`config.mk`:
```
export PLATFORM = sky130hd
export DESIGN_NAME = gcs_mul
export DESIGN_NICKNAME = d
export VERILOG_FILES = /design/src/rtl/gcs_mul.sv
export SDC_FILE = /design/constraint.sdc
export NUM_CORES = 2
export LEC_CHECK = 0
export BUFFER_PORTS_ARGS = -buffer_cell sky130_fd_sc_hd__buf_2
export CORE_MARGIN = 2
export CORE_UTILIZATION = 59
export DETAILED_ROUTE_END_ITERATION = 7
export GPL_ROUTABILITY_DRIVEN = 0
export PLACE_DENSITY = 0.91
export SETUP_SLACK_MARGIN = 0.02
export SYNTH_ARGS = -nofsm -noshare
export SYNTH_HDL_FRONTEND = slang
export SYNTH_SLANG_ARGS = --single-unit
```
`constraint.sdc`:
```
create_clock -name clk -period 9.5 [get_ports clk]
set_input_delay 2.375 -clock clk [delete_from_list [all_inputs] [get_ports clk]]
set_output_delay 2.375 -clock clk [all_outputs]
set_load 0.05 [all_outputs]
```
`src/rtl/gcs_mul.sv`:
```
// Sequential 64 by 64 multiplier built from four 32 by 32 partial products.
module gcs_mul (
  input  logic         clk,
  input  logic         rst,
  input  logic         start,
  input  logic [63:0]  a,
  input  logic [63:0]  b,
  output logic         done,
  output logic [127:0] product
);

  logic         busy;
  logic [2:0]   idx;
  logic [63:0]  prod_r;
  logic [1:0]   sh_r;
  logic [127:0] acc;
  logic [31:0]  a_h;
  logic [31:0]  b_h;

  assign a_h     = idx[0] ? a[63:32] : a[31:0];
  assign b_h     = idx[1] ? b[63:32] : b[31:0];
  assign product = acc;

  always_ff @(posedge clk) begin
    if (rst) begin
      busy <= 1'b0;
      done <= 1'b0;
      idx  <= 3'd0;
    end else begin
      done <= 1'b0;
      if (start) begin
        busy <= 1'b1;
        idx  <= 3'd0;
      end else if (busy) begin
        idx <= idx + 3'd1;
        if (idx == 3'd4) begin
          busy <= 1'b0;
          done <= 1'b1;
        end
      end
    end
  end

  // The partial product of one step is added into the sum on the next.
  always_ff @(posedge clk) begin
    if (start) begin
      acc <= 128'd0;
    end else if (busy) begin
      if (idx != 3'd4) begin
        prod_r <= a_h * b_h;
        sh_r   <= {1'b0, idx[0]} + {1'b0, idx[1]};
      end
      if (idx != 3'd0) begin
        acc <= acc + ({64'd0, prod_r} << {sh_r, 5'd0});
      end
    end
  end

endmodule

```
==> metrics, run 1 <==
FF+latch count, synth 199; WEP type sequential cell input; CTS H-tree depth 4; total CTS buffers 17; Distinct cells, synth 85; GRT Util Overall 0.606; port bufs ~260; synthesized cell area 48700 um2; Post-synth EDFFs 66; asr flop ratio synth 0; Synth warnings 0; syn nets 7231; Max clock buf depth 2; largest net degree at the start of global routing about 70; hold_buf cts 0; row cnt about 110; io pins 260; prevailing post-synth register cell dfxtp_1; Die Ht just under 300 um; starting density of the core 0.594; Failed at global routing (5_1_grt); Mapped Cells 5811; Synth Area per Inst 8.38 um2; post-synthesis sequential area ratio 0.0953; tool error [ERROR GRT-0232] Routing congestion too high. Check the congestion heatmap in the GUI.; Die Wd 291 um; run status stopped before the end; Root Buffer clkbuf_16; GR repair worst EP prod_r[57]$_DFFE_PP_/D; post-DP HPWL 157 mm; initial antenna violation count 35; # clock sinks 199; grt ovf 28
per-stage QoR:
| stage | instance area, um2 | worst slack (ns) | setup TNS (ns) | cells | hold WS, ns |
|---|---|---|---|---|---|
| 4_1_cts | 56500 | -0.0397 | -0.0695 | 7415 | 0.468 |
| 3_5_place_dp | 55700 | -0.806 | -11.65 | 7374 | 0.457 |
| 3_3_place_gp | 55700 | -0.518 | -5.86 | 7374 | 0.453 |
| 2_1_floorplan | 49500 | -0.00532 | -0.00532 | 5811 | 0.467 |
per-layer routing:
layer / GRT overflow / global-route usage
met3: 0 / 0.502
met5: 0 / 0.290
met2: 15 / 0.753
met1: 1 / 0.579
met4: 12 / 0.599
repair_timing:
action / CTS
resized for setup: 30
pin swaps: 10
setup buffers: 9
setup endpoints to repair: 10
cells by family after synthesis:
logic type      share of synthesized area
simple gates                        0.165
compound gates                      0.110
mux                                0.0350
fa+ha+maj                           0.469
buf+inv                            0.0960
xor+xnor                           0.0291
flops                              0.0953
synth_stat cells, types with 8 or more instances:
library cell,number,share of area
nand3_1,33,0.0034
dfxtp_1,133,0.055
xnor2_1,106,0.019
and3_1,16,0.0021
o31ai_1,10,0.0015
o21ai_0,172,0.018
or3_1,19,0.0024
nor2_1,765,0.059
or2_2,8,0.0010
nand4_1,78,0.010
ha_1,392,0.10
clkbuf_1,270,0.021
a21boi_0,12,0.0018
inv_1,940,0.072
buf_1,23,0.0018
a211oi_1,14,0.0022
o21a_1,31,0.0048
mux2i_1,97,0.020
a221o_1,11,0.0023
and2_1,45,0.0058
a21o_1,80,0.012
o211ai_1,9,0.0014
nor3_1,40,0.0041
a221oi_1,10,0.0018
a21oi_1,309,0.032
xor2_1,56,0.010
nor2b_1,57,0.0073
a31oi_1,16,0.0021
nand2b_1,20,0.0026
mux2_2,60,0.014
fa_1,897,0.37
a22o_1,37,0.0067
o21bai_1,50,0.0077
edfxtp_1,66,0.041
nor4_1,12,0.0015
nand2_1,789,0.061
==> run 2, diff against run 1 <==
Settings changed: CORE_UTILIZATION 59 to 40, PLACE_DENSITY 0.91 to unset, PLACE_DENSITY_LB_ADDON set to 0.15, SETUP_SLACK_MARGIN 0.02 to unset.
Clock period 9.5 ns to 12.35 ns, I/O delays scaled along.
==> run 2 against run 1 <==
  * The run now ends clean
  * Synthesized cell count unchanged
  * Area after synthesis unchanged
==> metrics, run 2 <==
Routed Antenna Nets 0; final net count between 7k and 8k; synthesized cell area 48700 um2; first-pass GRT wire length 277 mm; starting density of the core 0.401; GRT Util Overall 0.300; Distinct cells, synth between 80 and 90; syn nets 7231; via count ~42k; Mapped Cells 5811; hold_buf cts 0; post-synthesis sequential area ratio 0.0953; Synth warnings 0; asr flop ratio synth 0; Synth Area per Inst between 8 and 9 um2; TritonCTS clock tree yes; Crit Path Class primary input to flip-flop; cell taking the most area after synthesis fa_1; Root Buffer clkbuf_16; Worst-Skew Late Latency 0.48 ns; total CTS buffers 17; CTS H-tree depth 4; largest cells by area after synthesis fa_1 (37%), ha_1 (10%), inv_1 (7.2%), nand2_1 (6.1%), nor2_1 (5.9%); largest net degree at the start of global routing 86; Commonest cells post-synth inv_1 (940), fa_1 (897), nand2_1 (789); synthesis-to-finish area growth 8.15%; Die Wd 353 um; Worst-Margin Slew 1.25 ns; most common cell after layout, fill and taps aside inv_1; final setup vio count 0; Final min period 11.17 ns; io pins 260; slew margin rel. 0.150; max FFs per register approximately 130; delay-heaviest family, CP adder cells; Total Wirelength roughly 190 mm; critical path's most frequent cell fa_1; die area 125000 um2; grt ovf 0; setup slack, reg-to-reg 2.55 ns; vias in the first global route approximately 42k; post-DP HPWL 155 mm; number of fill cells ~12k; final clock skew 0.0175 ns; First-pass DRT Iterations 5; most frequent cells in the layout inv_1 (940), fa_1 (897), nand2_1 (789); Slew Limit Fails 0; port bufs 259; prevailing post-synth register cell dfxtp_1; Post-synth EDFFs 66; run status finished, final reports clean; startpoint types primary input; Hold WS around 0.46 ns; vias per cell 5.53; CP required 12.56 ns; crit share post-route 0.904; Max Fclk around 90 MHz; crit end category flip-flop; # DRC 0; Die Ht 353 um; DRT iter0 DRCs around 3.7k; # clock sinks 199; wire per inst 25.0 um; CTS resizes 0; RSZ-0062 raised after global routing false; max incr delay on CP 0.96 ns; Max clock buf depth 2; Min-Delay Path Class flip-flop to flip-flop; row cnt 128; initial antenna violation count 6; slowest CP cell mux2i_2; share of cells above drive strength 1 0.0958; Bufs and invs on worst path 5; FF+latch count, synth 199; CP max FO 8; clock-pin slew on the worst setup and hold paths 0.08 ns; Yosys top cell area share 0.369; worst path arrival time 11.38 ns; total negative slack 0 ns; # Post-CTS Setup Buffers 0; cell with the most instances after synthesis inv_1; final hold vios 0; Core Region 121000 um2; max-cap violations 0
run 2: worst paths after layout:
path | start | end | cells past startpoint
hold reg to reg | product[112] | product[112] | 2
setup reg to reg | idx[0] | prod_r[57] | 30
hold / removal | product[112] | product[112] | 2
setup / recovery | a[60] | prod_r[62] | 27
run 2: metrics by stage:
step | util | instance area (um2) | worst slack (ns) | instances
global route | 0.434 | 52700 | 0.905 | 7552
CTS | 0.434 | 52700 | 1.39 | 7552
detailed placement | 0.429 | 52100 | 0.895 | 7520
global placement | 0.429 | 52100 | 0.941 | 7520
floorplan | - | 48700 | 1.56 | 5811
finish | 0.434 | 52700 | 1.18 | 7554
run 2: logic make-up after synthesis:
kind of cell,after synthesis,share of synthesized area
AND/OR/NAND/NOR,1910,0.165
adder cells (fa/ha/maj),1289,0.469
buffers and inverters,1241,0.0960
AO/OA/AOI/OAI,848,0.110
flip-flops,199,0.0953
XOR/XNOR,162,0.0291
multiplexers,162,0.0350
run 2: tightest hold or removal path, stage by stage (launching register included):
cell     delay [ns]
dfxtp_1        0.33
nand2_1        0.05
o21ai_1        0.05
run 2: cell type report:
class / count / area, um2 / area share
tap: 1625 / 2030 / 0.0386
clock inverter: 15 / 119 / 0.00226
clock buffer: 17 / 425 / 0.00807
antenna: 2 / 5.00 / 0.0000950
inverter: 940 / 3530 / 0.0670
timing repair buffer: 385 / 2270 / 0.0431
multi-input combinational: 4371 / 39700 / 0.753
sequential: 199 / 4650 / 0.0883
run 2: layer usage:
layer,share of wire,routed length [um],GRT usage,vias to the layer above
met1,0.40,76300,0.390,20900
met2,0.46,86100,0.490,1897
met3,0.082,15500,0.0494,385
met5,0.000064,12,0,-
met4,0.058,10900,0.141,2
li1,-,-,-,18600
Power of run 2 is not shown: default switching activity piles up to over one toggle a cycle in this logic, so the estimate is an artifact.
