===== src/rtl/gcs_pkg.sv =====
// Shared types and constants for the guest clock scaler.
package gcs_pkg;

  localparam int CFG_IDX_W  = 8;
  localparam int DIV_STEP_W = 8;

  // Configuration register indexes.
  localparam logic [CFG_IDX_W-1:0] REG_RATIO_NUMERATOR   = 8'd0;
  localparam logic [CFG_IDX_W-1:0] REG_RATIO_DENOMINATOR = 8'd1;
  localparam logic [CFG_IDX_W-1:0] REG_GUEST_FREQ        = 8'd2;
  localparam logic [CFG_IDX_W-1:0] REG_SYS_EPOCH         = 8'd3;

  localparam logic [63:0] TIME_UNITS_PER_SECOND = 64'd10000000;

  // Offsets at or above this value give an uptime beyond 32 bits.
  localparam logic [87:0] MILLIS_LIMIT = 88'd42949672960000;

  // 2^60 / 10000 rounded up. Multiplying an offset below the limit by this and
  // keeping bits 91:60 gives the exact millisecond count.
  localparam logic [63:0] MILLIS_RECIP = 64'd115292150460685;

  // Quotient bits produced by each division pass.
  localparam logic [DIV_STEP_W-1:0] STEPS_RATIO  = 8'd128;
  localparam logic [DIV_STEP_W-1:0] STEPS_OFFSET = 8'd88;

  typedef struct packed {
    logic                  start;
    logic [DIV_STEP_W-1:0] steps;
  } div_ctl_t;

endpackage


===== src/rtl/gcs_div.sv =====
// Restoring divider of a 128-bit dividend by a 64-bit divisor, one bit per cycle.
module gcs_div (
  input  logic              clk,
  input  logic              rst,
  input  gcs_pkg::div_ctl_t ctl,
  input  logic [127:0]      dividend,
  input  logic [63:0]       divisor,
  output logic              done,
  output logic [127:0]      quotient
);

  logic                           busy;
  logic [gcs_pkg::DIV_STEP_W-1:0] count;
  logic [127:0]                   dvd;
  logic [63:0]                    rem;
  logic [64:0]                    rem_sh;
  logic [64:0]                    diff;
  logic                           ge;

  // The dividend is loaded left aligned, so after the pass its register holds
  // the quotient in the low bits and zeros above.
  assign rem_sh   = {rem, dvd[127]};
  assign diff     = rem_sh - {1'b0, divisor};
  assign ge       = rem_sh >= {1'b0, divisor};
  assign quotient = dvd;

  always_ff @(posedge clk) begin
    if (rst) begin
      busy  <= 1'b0;
      done  <= 1'b0;
      count <= '0;
    end else begin
      done <= 1'b0;
      if (ctl.start) begin
        busy  <= 1'b1;
        count <= ctl.steps;
      end else if (busy) begin
        count <= count - 1'b1;
        if (count == 8'd1) begin
          busy <= 1'b0;
          done <= 1'b1;
        end
      end
    end
  end

  always_ff @(posedge clk) begin
    if (ctl.start) begin
      dvd <= dividend;
      rem <= 64'd0;
    end else if (busy) begin
      dvd <= {dvd[126:0], ge};
      rem <= ge ? diff[63:0] : rem_sh[63:0];
    end
  end

endmodule


===== config.mk =====
export PLATFORM = sky130hd
export DESIGN_NAME = gcs_div
export DESIGN_NICKNAME = d
export VERILOG_FILES = /design/src/rtl/gcs_pkg.sv /design/src/rtl/gcs_div.sv
export SDC_FILE = /design/constraint.sdc
export NUM_CORES = 1
export LEC_CHECK = 0
export ABC_AREA = 1
export BUFFER_PORTS_ARGS = -buffer_cell sky130_fd_sc_hd__buf_2
export CORE_ASPECT_RATIO = 2
export CORE_UTILIZATION = 55
export DETAILED_ROUTE_END_ITERATION = 12
export HOLD_SLACK_MARGIN = 0.05
export PLACE_DENSITY = 0.84
export REMOVE_ABC_BUFFERS = 1
export SLEW_MARGIN = 25
export SYNTH_ARGS = -nofsm -noshare
export SYNTH_HDL_FRONTEND = slang
export SYNTH_SLANG_ARGS = --single-unit
export TNS_END_PERCENT = 20

===== constraint.sdc =====
create_clock -name clk -period 6.35 [get_ports clk]
set_clock_uncertainty 0.1 [all_clocks]
set_input_delay 0 -clock clk [delete_from_list [all_inputs] [get_ports clk]]
set_output_delay 0 -clock clk [all_outputs]
set_load 0.005 [all_outputs]

; ---- After elaboration in Yosys (flattened, before gate mapping)
; Cells that the tools add are included.
[classes]
reduce_logical = 2
n_eq_ne = 1
bitwise = 1
n_lt_le_gt_ge = 1
mux = 9
add_sub_neg = 2
[ops]
columns = cell, n
row1 = $mux 128, 2
row2 = $ge 65x64->1, 1
row3 = $mux 64, 1
row4 = $sub 64x64->64, 1
row5 = $mux 8, 2
row6 = $eq 8x1->1 const B, 1
row7 = $sub 8x1->8 const B, 1
row8 = $mux 1, 4
row9 = $reduce_or 3->1, 1
row10 = $reduce_bool 2->1, 1
row11 = $not 1->1, 1
[totals]
elab_cells = 21
reg_bits = 202

; ---- Depth between registers and ports, before layout
[logic_depth]
depth_word = 4
ltp_mapped = 19
depth_no_buf = 18

; ---- Worst setup path after synthesis
; OpenSTA, ideal clock, no wires.
[synth_path]
path_kind = flip-flop to flip-flop
startpoint = register busy
endpoint = register dvd[0], in the netlist quotient[0] (enable)
setup_time_ps = 543
arrival_ps = 4190
slack_ps = 1517
path_buffers = 1
period_less_slack_ps = 4833
path_stages_with_launch = 4
path_cell_list = dfxtp_1 nor2_1 inv_1 clkbuf_1
[synth_between]
elab_chain_len = 1
[synth_lines]
columns = element, line
row1 = "start, declared", gcs_div.sv:12  ; logic busy;
row2 = "start signal, assigned", gcs_div.sv:29  ; busy <= 1'b0;
row3 = "start signal, assigned", gcs_div.sv:35  ; busy <= 1'b1;
row4 = "start signal, assigned", gcs_div.sv:40  ; busy <= 1'b0;
row5 = $reduce_bool 2->1 (no line), n/a
row6 = "end signal, assigned", gcs_div.sv:49  ; dvd <= dividend;
row7 = "end signal, assigned", gcs_div.sv:52  ; dvd <= {dvd[126:0], ge};
row8 = "end, declared", gcs_div.sv:14  ; logic [127:0] dvd;
; No other way between the ends.
; A chain may end at the register's enable or synchronous reset.

; ---- Final worst setup path
[layout_path]
startpoint = register rem[54]
endpoint = register rem[31]
[layout_between]
elab_chain_len = 2
[layout_lines]
columns = element, line
row1 = "start, declared", gcs_div.sv:15  ; logic [63:0] rem;
row2 = "start signal, assigned", gcs_div.sv:53  ; rem <= ge ? diff[63:0] : rem_sh[63:0];
row3 = $ge 65x64->1, gcs_div.sv:24  ; assign ge = rem_sh >= {1'b0, divisor};
row4 = $mux 64, gcs_div.sv:53
; No other way between the ends.

==> summary.txt <==
Outcome
  – Outcome: finished clean

Route
  – Pre-antenna DRT Iters: 7
  – Routed vias/inst: 5.61
  – DRT iter0 DRCs: 1875
  – Wire per inst: 22.1 µm
  – DR vias: 18200
  – # DRC: 0
  – Detail Route Antenna Nets: 0
  – Drt total wl: 71900 µm

Floorplanning
  – Die Width: 120 µm
  – Core area: 27500 µm²
  – Initial Utilization: 0.558
  – DIE HEIGHT: 238 µm
  – Site Rows: 86
  – Die ar.: 28600 µm²
  – IO Pins: 332

Cells and area
  – Design area: 19500 µm²
  – Syn-to-layout area delta: 27.0%
  – # nets final: 3149
  – Fill count: 2147
  – Sequential cell area: 5330 µm²
  – Multi-input gate area: 8010 µm²
  – Layout cell share with drive strength beyond 1: 0.154

Min path
  – HP Class: in -> reg

Run
  – Max-Cap Viols: 0

Pwr
  – Clk pwr share: 0.349
  – Power Dens Cells: 178 nW/µm²
  – Max IR drop VDD: 0.215 mV
  – Static Leak: 11.0 nW
  – Combinational share of power: 0.188
  – P_int: 2.42 mW
  – NetSw: 1.05 mW
  – Switching Share: 0.303
  – Post-layout total power: 3.47 mW
  – Flop pwr share: 0.463

STA
  – Slew @ Worst Pin: 1.06 ns
  – Rel. slew slack: 0.296
  – Sum of negative setup slack: 0 ns
  – Setup Viol. Count Final: 0
  – Period minus WS final: 3.18 ns
  – Max-slew violations: 0
  – Max frequency: 314 MHz
  – RSZ-0062 raised after global routing: false
  – Final hold viol count: 0
  – Fin crit share: 0.501

Setup path
  – CP Max Fanout: 65
  – Crit-path most repeated cell: nand2_1
  – CP max-delay cell: buf_4
  – Delay-heaviest family, CP: simple AND/OR/NAND/NOR gates
  – Crit-path cells: ha_1 -> nand2_1 -> inv_1 -> a21oi_1 -> nand2_1 -> a21oi_1 -> nand2_1 -> nor2_4 -> buf_4 -> nand3b_1 -> nand3_1 -> nand2_1
  – Critical Path RT: 6.66 ns
  – Worst stage delay on the critical path: 0.77 ns
  – Reg2Reg Setup Slack: 3.17 ns
  – Worst path arrival time: 3.49 ns
  – Crit start category: flip-flop
  – Setup crit end kind: flip-flop
  – CP bufs+invs: 2
  – CP Class: reg -> reg

Clock tree
  – CTS buffer count: 19
  – Root Driver: clkbuf_16
  – Post-CTS sizing: 0
  – Clk pin slew, worst setup/hold paths: 0.07 ns
  – CTS tree: built
  – Clk buf depth: 3
  – Clk_lat worst skew: 0.53 ns
  – H-tree Lvls: 1
  – CTS sink cnt: 202

Synth
  – Largest cells by area after synthesis: nand2_1, edfxtp_1, inv_1
  – EDFF count, synth: 128
  – YS warnings: 0
  – Most frequent cells after synthesis: nand2_1, inv_1, nand3_1, edfxtp_1, nor2_1
  – Synth Flop Type: edfxtp_1
  – Mapped Cells: 2413
  – Cell with the most instances after synthesis: nand2_1
  – Ys async rst share: 0
  – Synth Register Bits: 202
  – Post-Syn Area: 15400 µm²
  – Cell taking the most area after synthesis: nand2_1
  – Seq/Total Area, Yosys: 0.347
  – Yosys top cell area share: 0.271
  – Unique cell type count in the Yosys netlist: 41
  – Syn Area/Cell: 6.37 µm²

Place
  – DP Wirelength: 48300 µm
  – Port buffer count: 331
  – GP Congestion: 1.07
  – Placed Instance Area: 17200 µm²

Global route
  – Largest net degree at the start of global routing: 101
  – Global-route wire length before repair: 105000 µm
  – Initial antenna violation count: 9
  – Gr ovfl total: 0
  – Vias in the first global route: 18400
  – GRT Resource Usage Total: 0.502
==> layer usage <==
metal / GRT usage / vias to the layer above / share of wire
li1: - / 8285 / -
met1: 0.435 / 8142 / 0.29
met2: 0.844 / 1275 / 0.47
met3: 0.177 / 496 / 0.11
met4: 0.544 / 10 / 0.13
met5: 0.0161 / - / 0.0016
==> worst min-delay path: stages <==
cell	delay [ns]
buf_2	0.09
inv_1	0.05
ha_1	0.21
nand2_1	0.07
nand2_1	0.05
nand2_1	0.04
nand3_1	0.06
nand2_1	0.05
==> placed cells by master (no fill, tap or decap), types with 3 or more instances in the layout <==
cell           synthesis  routed
nand2_1             1111    1111
inv_1                432     430
buf_2                  9     330
dlygate4sd3_1          0     170
nand3_1              130     130
edfxtp_1             128     128
nor2_1               107     106
dfxtp_1               74      74
ha_1                  66      66
a21oi_1               51      51
nand3b_1              35      35
xnor2_1               30      30
o21ai_0               25      25
nand3_2               21      21
clkbuf_16              0      20
o21ai_1               19      19
nand4_1               18      18
nand2_2               15      15
inv_2                 14      15
nor3_1                14      14
nor2_4                 9      10
nor2_2                 9       9
o21bai_1               9       9
buf_4                  4       8
a31oi_1                6       6
diode_2                0       5
xor2_1                 5       5
clkbuf_1              37       4
inv_6                  0       3
nor4_1                 3       3
clkinv_4               0       3
==> cell type report <==
class | count | area share
Multi-Input combinational cell | 1699 | 0.410
Sequential cell | 202 | 0.273
Timing Repair Buffer | 508 | 0.175
Inverter | 449 | 0.0868
Clock buffer | 25 | 0.0271
Tap cell | 352 | 0.0226
Clock inverter | 8 | 0.00443
Antenna cell | 5 | 0.000641
==> per-stage QoR <==
stage / utilization / hold WS, ns / instances / worst slack (ns)
after global placement: 0.624 / 0.172 / 3040 / 3.25
after global routing: 0.708 / 0.105 / 3245 / 3.04
after detailed placement: 0.624 / 0.173 / 3040 / 3.24
final: 0.708 / 0.0573 / 3248 / 3.17
after floorplan: - / -0.0306 / 2350 / 1.09
after CTS: 0.708 / 0.0582 / 3243 / 3.23
==> logic make-up (layout without fill, tap and decap cells) <==
family          Yosys count  after routing  synth area share
xor+xnor                 35             35            0.0200
other cells               0              5                 0
fa+ha+maj                67             67            0.0551
compound gates          118            118            0.0419
flops                   202            202             0.347
simple gates           1479           1479             0.404
buf+inv                 512            990             0.133
==> repair_timing <==
item,in CTS,in global routing
hold buffers,170,0
hold endpoints to repair,152,0
setup buffers,0,0
==> flip-flops by register name (all words and copies together) (netlist names) <==
register  flops
busy          1
count         8
done          1
quotient    128
rem          64
==> power by group through the flow <==
| stage | Sequential, mW | Combinational [mW] | Clock, mW |
|---|---|---|---|
| 5_1_grt | 1.60 | 0.692 | 1.24 |
| 6_report | 1.60 | 0.652 | 1.21 |
| 2_1_floorplan | 1.60 | 0.232 | 0 |
| 4_1_cts | 1.58 | 0.584 | 1.18 |
| 3_3_place_gp | 1.61 | 0.486 | 0 |
| 3_5_place_dp | 1.61 | 0.497 | 0 |
==> path summary, 6_finish.rpt <==
kind,depth (start not counted),endpoint,startpoint
max,12,rem[31]$_SDFFE_PP0P_,rem[54]$_SDFFE_PP0P_
min,8,rem[37]$_SDFFE_PP0P_,divisor[37]
min reg2reg,2,rem[47]$_SDFFE_PP0P_,rem[47]$_SDFFE_PP0P_
max reg2reg,12,rem[31]$_SDFFE_PP0P_,rem[54]$_SDFFE_PP0P_
(Power assumes the default switching activity.)
